===== src/rtl/tcoq_pkg.sv =====
// shared types and constants of the two-class oldest-first queue
package tcoq_pkg;

  localparam int unsigned StampWidth  = 32;
  localparam int unsigned FuncWidth   = 2;
  localparam int unsigned ClassWidth  = 2;
  localparam int unsigned StatusWidth = 3;

  typedef enum logic [FuncWidth-1:0] {
    FUNC_ENQ     = 2'd0,
    FUNC_DEQ_ANY = 2'd1,
    FUNC_DEQ_C0  = 2'd2,
    FUNC_DEQ_C1  = 2'd3
  } func_e;

  typedef enum logic [StatusWidth-1:0] {
    ST_ENQ   = 3'd0,
    ST_DEQ   = 3'd1,
    ST_EMPTY = 3'd2,
    ST_FULL  = 3'd3,
    ST_DROP  = 3'd4
  } status_e;

  typedef enum logic [0:0] {
    S_IDLE = 1'b0,
    S_EXEC = 1'b1
  } ctrl_state_e;

  // commands from the controller to the datapath
  typedef struct packed {
    logic capture;
    logic execute;
  } ctrl_cmd_t;

endpackage


===== src/rtl/tcoq_ctrl.sv =====
// controller: request sequencing and output register handshake
module tcoq_ctrl import tcoq_pkg::*; (
  input  logic      clk_i,
  input  logic      rst_ni,
  input  logic      in_valid_i,
  output logic      in_ready_o,
  output logic      out_valid_o,
  input  logic      out_ready_i,
  output ctrl_cmd_t cmd_o
);

  ctrl_state_e state_q, state_d;
  logic        out_valid_q, out_valid_d;
  logic        out_free;

  always_ff @(posedge clk_i or negedge rst_ni) begin
    if (!rst_ni) begin
      state_q     <= S_IDLE;
      out_valid_q <= 1'b0;
    end else begin
      state_q     <= state_d;
      out_valid_q <= out_valid_d;
    end
  end

  assign out_free = !out_valid_q || out_ready_i;

  always_comb begin
    state_d       = state_q;
    out_valid_d   = out_valid_q && !out_ready_i;
    in_ready_o    = 1'b0;
    cmd_o.capture = 1'b0;
    cmd_o.execute = 1'b0;
    case (state_q)
      S_IDLE: begin
        in_ready_o = 1'b1;
        if (in_valid_i) begin
          cmd_o.capture = 1'b1;
          state_d       = S_EXEC;
        end
      end
      S_EXEC: begin
        // finish only once the output register can take the result
        if (out_free) begin
          cmd_o.execute = 1'b1;
          out_valid_d   = 1'b1;
          state_d       = S_IDLE;
        end
      end
      default: begin
        state_d = S_IDLE;
      end
    endcase
  end

  assign out_valid_o = out_valid_q;

endmodule


===== src/rtl/tcoq_dp.sv =====
// datapath: class stores, head and count registers, arrival counter, result register
module tcoq_dp import tcoq_pkg::*; #(
  parameter int unsigned QUEUE_DEPTH   = 16,
  parameter int unsigned PAYLOAD_WIDTH = 16
) (
  input  logic                     clk_i,
  input  logic                     rst_ni,
  input  ctrl_cmd_t                cmd_i,
  input  logic [FuncWidth-1:0]     func_i,
  input  logic [ClassWidth-1:0]    item_class_i,
  input  logic [PAYLOAD_WIDTH-1:0] item_payload_i,
  output logic [StatusWidth-1:0]   status_o,
  output logic                     out_class_o,
  output logic [PAYLOAD_WIDTH-1:0] out_payload_o,
  output logic [StampWidth-1:0]    out_stamp_o
);

  localparam int unsigned IdxW   = (QUEUE_DEPTH > 1) ? $clog2(QUEUE_DEPTH) : 1;
  localparam int unsigned CntW   = $clog2(QUEUE_DEPTH + 1);
  localparam int unsigned SumW   = CntW + 1;
  localparam int unsigned EntryW = PAYLOAD_WIDTH + StampWidth;

  localparam logic [CntW-1:0] DepthCnt = CntW'(QUEUE_DEPTH);
  localparam logic [IdxW-1:0] LastIdx  = IdxW'(QUEUE_DEPTH - 1);
  localparam logic [SumW-1:0] DepthSum = SumW'(QUEUE_DEPTH);

  logic [EntryW-1:0] mem0 [QUEUE_DEPTH];
  logic [EntryW-1:0] mem1 [QUEUE_DEPTH];
  logic [EntryW-1:0] rd0_q, rd1_q;

  func_e                    req_func_q;
  logic [ClassWidth-1:0]    req_class_q;
  logic [PAYLOAD_WIDTH-1:0] req_payload_q;

  logic [IdxW-1:0]       head0_q, head0_d, head1_q, head1_d;
  logic [CntW-1:0]       count0_q, count0_d, count1_q, count1_d;
  logic [StampWidth-1:0] counter_q, counter_d;

  status_e                  status_q, status_d;
  logic                     class_q, class_d;
  logic [PAYLOAD_WIDTH-1:0] payload_q, payload_d;
  logic [StampWidth-1:0]    stamp_q, stamp_d;

  logic [StampWidth-1:0]    stamp_new, rd0_stamp, rd1_stamp, age_diff;
  logic                     take, sel;
  logic [IdxW-1:0]          sel_head, sel_head_next, tail;
  logic [CntW-1:0]          sel_count;
  logic [SumW-1:0]          tail_sum;
  logic [EntryW-1:0]        sel_rd;
  logic                     we0, we1, pop0, pop1, push;

  // request capture
  always_ff @(posedge clk_i) begin
    if (cmd_i.capture) begin
      req_func_q    <= func_e'(func_i);
      req_class_q   <= item_class_i;
      req_payload_q <= item_payload_i;
    end
  end

  // class stores, read data follows the heads
  always_ff @(posedge clk_i) begin
    if (we0) begin
      mem0[tail] <= {req_payload_q, stamp_new};
    end
    rd0_q <= mem0[head0_q];
  end

  always_ff @(posedge clk_i) begin
    if (we1) begin
      mem1[tail] <= {req_payload_q, stamp_new};
    end
    rd1_q <= mem1[head1_q];
  end

  assign stamp_new = counter_q + 1'b1;
  assign rd0_stamp = rd0_q[StampWidth-1:0];
  assign rd1_stamp = rd1_q[StampWidth-1:0];
  assign age_diff  = rd1_stamp - rd0_stamp;

  // class 1 wins only when strictly older, an empty class defers
  always_comb begin
    if (count0_q == '0) begin
      take = 1'b1;
    end else if (count1_q == '0) begin
      take = 1'b0;
    end else begin
      take = age_diff[StampWidth-1];
    end
  end

  always_comb begin
    case (req_func_q)
      FUNC_ENQ:     sel = req_class_q[0];
      FUNC_DEQ_ANY: sel = take;
      FUNC_DEQ_C0:  sel = 1'b0;
      FUNC_DEQ_C1:  sel = 1'b1;
      default:      sel = 1'b0;
    endcase
  end

  assign sel_head  = sel ? head1_q : head0_q;
  assign sel_count = sel ? count1_q : count0_q;
  assign sel_rd    = sel ? rd1_q : rd0_q;

  assign tail_sum      = SumW'(sel_head) + SumW'(sel_count);
  assign tail          = (tail_sum >= DepthSum) ? IdxW'(tail_sum - DepthSum)
                                                : IdxW'(tail_sum);
  assign sel_head_next = (sel_head == LastIdx) ? '0 : sel_head + 1'b1;

  always_comb begin
    counter_d = counter_q;
    status_d  = ST_EMPTY;
    class_d   = sel;
    payload_d = '0;
    stamp_d   = '0;
    push      = 1'b0;
    pop0      = 1'b0;
    pop1      = 1'b0;
    if (req_func_q == FUNC_ENQ) begin
      counter_d = stamp_new;
      stamp_d   = stamp_new;
      if (req_class_q[1]) begin
        status_d = ST_DROP;
        class_d  = 1'b0;
      end else if (sel_count == DepthCnt) begin
        status_d = ST_FULL;
      end else begin
        status_d = ST_ENQ;
        push     = 1'b1;
      end
    end else if (sel_count == '0) begin
      // nothing held: "any" reports class 0, a named request its class
      status_d = ST_EMPTY;
      if (req_func_q == FUNC_DEQ_ANY) begin
        class_d = 1'b0;
      end
    end else begin
      status_d  = ST_DEQ;
      payload_d = sel_rd[EntryW-1:StampWidth];
      stamp_d   = sel_rd[StampWidth-1:0];
      pop0      = !sel;
      pop1      = sel;
    end
  end

  assign we0 = cmd_i.execute && push && !sel;
  assign we1 = cmd_i.execute && push && sel;

  always_comb begin
    head0_d  = head0_q;
    head1_d  = head1_q;
    count0_d = count0_q;
    count1_d = count1_q;
    if (we0) count0_d = count0_q + 1'b1;
    if (we1) count1_d = count1_q + 1'b1;
    if (cmd_i.execute && pop0) begin
      head0_d  = sel_head_next;
      count0_d = count0_q - 1'b1;
    end
    if (cmd_i.execute && pop1) begin
      head1_d  = sel_head_next;
      count1_d = count1_q - 1'b1;
    end
  end

  always_ff @(posedge clk_i or negedge rst_ni) begin
    if (!rst_ni) begin
      head0_q   <= '0;
      head1_q   <= '0;
      count0_q  <= '0;
      count1_q  <= '0;
      counter_q <= '0;
    end else begin
      head0_q  <= head0_d;
      head1_q  <= head1_d;
      count0_q <= count0_d;
      count1_q <= count1_d;
      if (cmd_i.execute) begin
        counter_q <= counter_d;
      end
    end
  end

  // result register
  always_ff @(posedge clk_i) begin
    if (cmd_i.execute) begin
      status_q  <= status_d;
      class_q   <= class_d;
      payload_q <= payload_d;
      stamp_q   <= stamp_d;
    end
  end

  assign status_o      = status_q;
  assign out_class_o   = class_q;
  assign out_payload_o = payload_q;
  assign out_stamp_o   = stamp_q;

`ifndef NO_ASSERTIONS
  a_count_bound: assert property (@(posedge clk_i) disable iff (!rst_ni)
    count0_q <= DepthCnt && count1_q <= DepthCnt)
    else $error("class count above depth");

  a_counter_step: assert property (@(posedge clk_i) disable iff (!rst_ni)
    cmd_i.execute && req_func_q == FUNC_ENQ |=> counter_q == $past(counter_q) + 1'b1)
    else $error("arrival counter did not advance on enqueue");

  a_pop_count: assert property (@(posedge clk_i) disable iff (!rst_ni)
    cmd_i.execute && pop0 |=> count0_q == $past(count0_q) - 1'b1)
    else $error("class 0 count not reduced on dequeue");

  a_no_write_when_full: assert property (@(posedge clk_i) disable iff (!rst_ni)
    we1 |-> count1_q != DepthCnt)
    else $error("write into full class 1 store");
`endif

endmodule


===== src/rtl/two_class_oldest_first_queue_top.sv =====
// top level of the two-class oldest-first queue
//
//   channel   signals                                          direction
//   request   in_valid_i/in_ready_o, func_i, item_class_i,      in
//             item_payload_i
//   result    out_valid_o/out_ready_i, status_o, out_class_o,   out
//             out_payload_o, out_stamp_o
//
// each request is first accepted, then executed against the
// registered read of both store heads; one result per request
// execute waits while the output register holds an untaken result
// the next request is accepted while a result waits at the output
// reset clears heads, counts, counter and valids; stores need no clearing
module two_class_oldest_first_queue_top import tcoq_pkg::*; #(
  parameter int unsigned QUEUE_DEPTH   = 16,
  parameter int unsigned PAYLOAD_WIDTH = 16
) (
  input  logic                     clk_i,
  input  logic                     rst_ni,
  input  logic                     in_valid_i,
  output logic                     in_ready_o,
  input  logic [FuncWidth-1:0]     func_i,
  input  logic [ClassWidth-1:0]    item_class_i,
  input  logic [PAYLOAD_WIDTH-1:0] item_payload_i,
  output logic                     out_valid_o,
  input  logic                     out_ready_i,
  output logic [StatusWidth-1:0]   status_o,
  output logic                     out_class_o,
  output logic [PAYLOAD_WIDTH-1:0] out_payload_o,
  output logic [StampWidth-1:0]    out_stamp_o
);

  ctrl_cmd_t cmd;

  tcoq_ctrl u_ctrl (
    .clk_i       (clk_i),
    .rst_ni      (rst_ni),
    .in_valid_i  (in_valid_i),
    .in_ready_o  (in_ready_o),
    .out_valid_o (out_valid_o),
    .out_ready_i (out_ready_i),
    .cmd_o       (cmd)
  );

  tcoq_dp #(
    .QUEUE_DEPTH   (QUEUE_DEPTH),
    .PAYLOAD_WIDTH (PAYLOAD_WIDTH)
  ) u_dp (
    .clk_i          (clk_i),
    .rst_ni         (rst_ni),
    .cmd_i          (cmd),
    .func_i         (func_i),
    .item_class_i   (item_class_i),
    .item_payload_i (item_payload_i),
    .status_o       (status_o),
    .out_class_o    (out_class_o),
    .out_payload_o  (out_payload_o),
    .out_stamp_o    (out_stamp_o)
  );

endmodule


===== config.mk =====
export PLATFORM = sky130hd
export DESIGN_NAME = two_class_oldest_first_queue_top
export DESIGN_NICKNAME = d
export VERILOG_FILES = /design/src/rtl/tcoq_pkg.sv /design/src/rtl/tcoq_ctrl.sv /design/src/rtl/tcoq_dp.sv /design/src/rtl/two_class_oldest_first_queue_top.sv
export SDC_FILE = /design/constraint.sdc
export NUM_CORES = 1
export LEC_CHECK = 0
export BUFFER_PORTS_ARGS = -buffer_cell sky130_fd_sc_hd__buf_4
export CAP_MARGIN = 20
export CORE_MARGIN = 2
export CORE_UTILIZATION = 45
export DETAILED_ROUTE_END_ITERATION = 8
export GPL_TIMING_DRIVEN = 0
export SYNTH_ARGS = -nofsm -noshare
export SYNTH_HDL_FRONTEND = slang
export SYNTH_SLANG_ARGS = --single-unit

===== constraint.sdc =====
create_clock -name clk_i -period 8.2 [get_ports clk_i]
set_input_delay 0.41 -clock clk_i [delete_from_list [all_inputs] [get_ports clk_i]]
set_output_delay 0.41 -clock clk_i [all_outputs]
set_load 0.01 [all_outputs]

# After elaboration in Yosys (flattened, before gate mapping)
# Memory sizes are Yosys's and may differ from the RTL's. A register that Yosys moved wholly into a read port is not among the register bits.
# Index checks and enable logic that the tools add are counted.
[word_totals] reg_bits=124 ram_bits=1536 in_bits=24 out_inout_bits=54 word_cells=92 n_memories=2
[classes] n_addsub=9 n_lt_le_gt_ge=1 n_eq_ne=5 mux=42 bitwise_logic=1 n_reduce_logical=18
[mem_list] memory="u_dp.mem0" depth=16 width=48 rd=1 rd_ports_with_merged_regs=1 write_ports=1 line="tcoq_dp.sv:27" source="logic [EntryW-1:0] mem0 [QUEUE_DEPTH];"
[mem_list] memory="u_dp.mem1" depth=16 width=48 rd=1 rd_ports_with_merged_regs=1 write_ports=1 line="tcoq_dp.sv:28" source="logic [EntryW-1:0] mem1 [QUEUE_DEPTH];"
[op_table] cell="$mux 32" n=2
[op_table] cell="$mux 48" n=1
[op_table] cell="$add 32x1->32 const B" n=1
[op_table] cell="$sub 32x32->32" n=1
[op_table] cell="$mux 1" n=25
[op_table] cell="$mux 5" n=5
[op_table] cell="$logic_not 5->1" n=3
[op_table] cell="$mux 4" n=3
[op_table] cell="$add 5x1->5 const B" n=2
[op_table] cell="$sub 5x1->5 const B" n=2
[op_table] cell="$add 4x5->6" n=1
[op_table] cell="$ge 6x5->1 const B" n=1
[op_table] cell="$logic_and 1x1->1" n=6
[op_table] cell="$mux 3" n=2
[op_table] cell="$eq 5x5->1 const B" n=1
[op_table] cell="$add 4x1->4 const B" n=1
[op_table] cell="$eq 2x2->1 const B" n=2
[op_table] cell="$eq 4x4->1 const B" n=1
[op_table] cell="$mux 2" n=2
[op_table] cell="$pmux 1 s4" n=1
[op_table] cell="$reduce_bool 2->1" n=2
[op_table] cell="$sub 4x1->4 const B" n=1
[op_table] cell="$logic_not 1->1" n=3
[op_table] cell="$eq 2x1->1 const B" n=1
[op_table] cell="6 further kinds" n=6

# Logic depth before layout (Yosys ltp)
[depth] depth_word=13 ltp_mapped=21 depth_no_buf=19

# Hierarchy
# A second synthesis with hierarchy kept.
[hier_totals] cells_unflattened=2951 hier_area_um2=66762.8
[modules_own_cells] mod="tcoq_dp" instances=1 cells_each=2943 area_each_um2=66668.9 seq_area_each_um2=51459.4
[modules_own_cells] mod="tcoq_ctrl" instances=1 cells_each=8 area_each_um2=93.8 seq_area_each_um2=50.0

# Worst setup path before layout
# No wires, ideal clock.
[synth_timing] path_kind="reg2reg" from="reg u_dp.rd0_q[8] (read register of u_dp.mem0)" to="mem u_dp.mem0[14][0] (netlist name) (enable)" setup_time_ps=513 t_arrival_ps=6865 t_required_ps=7687 path_slack_ps=823 path_stages_with_launch=20 n_path_buf=2 period_less_slack_ps=7377 path_cell_list="dfxtp_1 -> inv_1 -> ha_1 -> a211oi_2 -> o21ai_1 -> a311oi_1 -> o21ai_1 -> a31oi_1 -> xnor2_1 -> o21ai_2 -> buf_6 -> buf_4 -> mux2i_1 -> inv_1 -> ha_1 -> a21o_1 -> a21oi_1 -> xor2_1 -> nand4_1 -> nor3_1"
[synth_via] elab_chain_cells=13 word_cells_on_any_way=19 classes_between="3 x add/sub; 1 x order compare; 1 x eq/ne; 11 x mux; 3 x reduce/logical"
[synth_rtl] item="start, declared" line="tcoq_dp.sv:29" source="logic [EntryW-1:0] rd0_q, rd1_q;"
[synth_rtl] item="$sub 32x32->32 *" line="tcoq_dp.sv:79" source="assign age_diff = rd1_stamp - rd0_stamp;"
[synth_rtl] item="$mux 1 *" line="tcoq_dp.sv:85" source="end else if (count1_q == '0) begin"
[synth_rtl] item="$mux 1 *" line="tcoq_dp.sv:83" source="if (count0_q == '0) begin"
[synth_rtl] item="$pmux 1 s4 *" line="tcoq_dp.sv:93" source="case (req_func_q)"
[synth_rtl] item="parallel branches: the longest is 9 deep, another holds $add 4x5->6"
[synth_rtl] item="end, declared" line="tcoq_dp.sv:27"
# Every way passes the cells marked *.

# Worst setup path in the final report
[layout_timing] from="reg u_dp.rd0_q[2] (read register of u_dp.mem0)" to="mem u_dp.mem1[12][7] (netlist name) (enable)"
[layout_via] elab_chain_cells=13 word_cells_on_any_way=18 classes_between="3 x add/sub; 1 x order compare; 1 x eq/ne; 11 x mux; 2 x reduce/logical"
[layout_rtl] item="$sub 32x32->32 *" line="tcoq_dp.sv:79"
[layout_rtl] item="$mux 1 *" line="tcoq_dp.sv:85"
[layout_rtl] item="$mux 1 *" line="tcoq_dp.sv:83"
[layout_rtl] item="$pmux 1 s4 *" line="tcoq_dp.sv:93"
[layout_rtl] item="parallel branches: the longest is 9 deep, another holds $add 4x5->6"
[layout_rtl] item="end, declared" line="tcoq_dp.sv:28"
# Marked as above.

==> metrics.csv <==
metric,value,unit
grt_max_degree,53,
cp-start-kind,flip-flop,
mappedNetlistNets,3025,
coreArea,147000,µm²
ant_nets,0,
synth-adder-area-share,0.860,%
syn_to_final_growth,18.1,%
overflow,0,
avgSynthCellArea,22.5,µm²
worstSkewPairLatency,810,ps
htreeDepth,4,
synth_flop_cell,edfxtp_1,
die_width,389,µm
period_share,94.9,%
cts_resized,0,
port-buffer-count,77,
end_kind,flip-flop,
drc,0,
drtIter0Drc,3653,
drv_cap,0,
setup_viol,0,
cp_num_buf_inv,6,
grt_setup_unrepaired,no,
slew_headroom,20.7,%
final-hold-violation-count,0,
leakage,27.1,nW
drt_wl_total,168000,µm
ys_ff_latch,1756,
vdd.ir_drop.worst,188,µV
synth_compound_area_share,0.963,%
synth-simple-area-share,1.83,%
numCtsBuffers,176,
grt_pass1_wl,241000,µm
clock_skew,34.1,ps
max_stage_delay,750,ps
finalCriticalPeriod,7780,ps
postSynthCellCount,2957,
synth_edf_count,1608,
vias,32100,
wl_per_cell,30.7,µm
netlist_area,66700,µm²
hold_class,in -> reg,
grt_pass1_vias,33600,
start_util,45.2,%
clk_pin_slew_worst_paths,60,ps
cpMaxStageDelayCell,o21ai_1,
regToRegSetupSlack,420,ps
yosysTopAreaCell,edfxtp_1,
hpwl,111000,µm
synth-seq-area-share,77.3,%
path_class,reg -> reg,
fmax,128,MHz
synth_top_family_by_area,multiplexers,
grt.total_usage,22.5,%
antenna_found_initial,4,
p_per_area,331,nW/µm²
slew_viol_final,0,
async_flop_share,2.96,%
worstPathArrival,8250,ps
ys_types,62,
die_h,389,µm
fin_setup_tns,0,ps
holdPathStages,3,
synthMuxAreaShare,16.9,%
cp.required,8670,ps
path_delay_family,compound AO/OA/AOI/OAI gates,
drtPass1Iterations,6,
cts_max_path_buffers,3,
rr_worst_depth,21,
die_area,151000,µm²
synth_xor_area_share,1.05,%
run_status,completed,
synth_area_leaders,"edfxtp_1 (72%), mux4_2 (16%), dfxtp_1 (2.9%)",
path_depth,21,
clkSinkCount,1756,
routed_via_density,5.87,
worst_pin_slew,1190,ps
rows,141,
fin_area,78700,µm²
postPlaceCellArea,72300,µm²
critPathMaxFanout,20,
yosys_warnings,0,
cts_tree,done,
power,26.0,mW
crit_chain,inv_1 > ha_1 > nand2_1 > o21ai_0 > a21oi_1 > o21ai_1 > a31oi_1 > xnor2_1 > o21a_1 > clkbuf_1 > nand2_1 > o21ai_0 > ha_1 > inv_1 > fa_1 > buf_1 > nand2b_1 > or2_2 > nor2_4 > buf_12 > buf_12,
gp_congestion,0.802,
nets,3449,
num_io_pins,78,
cts_root_buf,clkbuf_16,
drive_above_1_share,30.5,%
synth_top_area_share,72.4,%
[cell families (layout without fill, tap and decap cells)]
group,after synthesis,after routing
mux,525,525
fa+ha+maj,44,44
other cells,0,2
compound gates,107,107
simple gates,266,266
flops,1756,1756
xor+xnor,80,80
buf+inv,179,756
[registers in the layout, indices dropped and copies added, names as in the netlist, 4 cells and up]
register            count
u_dp.rd0_q             48
u_dp.head1_q            4
u_dp.out_payload_o     16
u_dp.mem1             768
u_dp.head0_q            4
u_dp.out_stamp_o       32
u_dp.count1_q           5
u_dp.counter_q         32
u_dp.req_payload_q     16
u_dp.rd1_q             48
u_dp.count0_q           5
u_dp.mem0             768
[stage by stage]
stage | setup WS (ps) | hold WS, ps | util [%] | cells
global route | 207 | 175 | 53.3 | 5464
finish | 417 | 133 | 53.4 | 5466
global placement | -6430 | 476 | 47.2 | 4964
CTS | 446 | 78.2 | 53.2 | 5448
floorplan | 823 | 114 | - | 2957
detailed placement | 479 | 487 | 49.0 | 5095
[cell type report]
cell class | count | area [µm²]
Fill cell | 11200 | 68800
Sequential cell | 1756 | 51500
Multi-Input combinational cell | 1022 | 14900
Clock buffer | 250 | 5020
Timing Repair Buffer | 246 | 3260
Tap cell | 1930 | 2410
Clock inverter | 81 | 871
Buffer | 137 | 582
Inverter | 42 | 160
Antenna cell | 2 | 5.00
[cells in the final DEF (no fill, tap or decap), types with 13 or more instances in the layout]
| cell type | n |
|---|---|
| ha_1 | 41 |
| buf_2 | 13 |
| nand4_1 | 13 |
| dlygate4sd3_1 | 22 |
| mux2i_1 | 36 |
| a21oi_1 | 38 |
| clkbuf_1 | 125 |
| xor2_2 | 17 |
| xnor2_1 | 29 |
| dfxtp_1 | 96 |
| nand3_1 | 15 |
| mux4_2 | 480 |
| buf_1 | 37 |
| dfrtp_1 | 52 |
| nor2_1 | 38 |
| clkbuf_16 | 180 |
| buf_6 | 31 |
| clkinv_1 | 21 |
| clkinv_2 | 25 |
| buf_12 | 56 |
| buf_8 | 54 |
| clkbuf_8 | 25 |
| buf_4 | 81 |
| xnor2_2 | 13 |
| nor2_4 | 28 |
| xor2_1 | 21 |
| edfxtp_1 | 1608 |
| inv_1 | 40 |
| o21ai_0 | 36 |
| nand2_1 | 117 |
[Yosys cell counts, types with 3 or more instances]
master	number
buf_1	37
and3_1	11
nand2_1	117
o31ai_1	3
nor3b_1	3
o2bb2ai_1	7
inv_1	41
buf_2	13
nand2b_1	6
mux4_2	480
clkbuf_1	81
mux2_2	9
nor2b_1	6
nand3_1	15
nand4_1	13
and4_1	3
ha_1	41
nor3_2	3
edfxtp_1	1608
a21oi_1	38
mux2i_1	36
nor2_1	66
xor2_1	38
buf_6	4
dfrtp_1	52
o21ai_0	36
fa_1	3
and2_1	3
nor3_1	6
xnor2_1	42
a21o_1	4
dfxtp_1	96
[power by group]
group	total, mW	internal [mW]	switching, mW	leakage [nW]
Sequential	11.0	10.6	0.354	17.4
Combinational	7.01	2.93	4.08	6.84
Clock	8.06	4.65	3.41	2.86
[worst paths after layout]
path,to,from
setup / recovery,u_dp.mem1[12][7]$_DFFE_PP_,u_dp.rd0_q[2]$_DFF_P_
hold / removal,u_ctrl.out_valid_o$_DFF_PN0_,out_ready_i
setup reg to reg,u_dp.mem1[12][7]$_DFFE_PP_,u_dp.rd0_q[2]$_DFF_P_
hold reg to reg,u_dp.count0_q[4]$_DFFE_PN0P_,u_dp.count0_q[4]$_DFFE_PN0P_
max in group asynchronous,u_dp.count0_q[3]$_DFFE_PN0P_,rst_ni
min in group asynchronous,u_ctrl.out_valid_o$_DFF_PN0_,rst_ni
[worst register-to-register path, cell delays in order, from the launching register on]
cell	delay [ps]
dfxtp_1	330
inv_1	50
ha_1	280
nand2_1	40
o21ai_0	390
a21oi_1	290
o21ai_1	750
a31oi_1	270
xnor2_1	510
o21a_1	410
clkbuf_1	540
nand2_1	110
o21ai_0	160
ha_1	240
inv_1	60
fa_1	530
buf_1	390
nand2b_1	390
or2_2	510
nor2_4	640
buf_12	280
buf_12	220
[timing repair]
item | 4_1_cts | 5_1_grt
hold buffers | 22 | 0
buffers inserted | 0 | 0
endpoints found under the hold margin | 73 | 0
[per-layer routing]
metal	up-vias	track usage, %	routed length [µm]
li1	13200	-	-
met1	17300	30.3	67500
met2	1364	37.3	83300
met3	278	4.62	12500
met4	0	7.00	4640
met5	-	0	0
(Power assumes the default switching activity.)
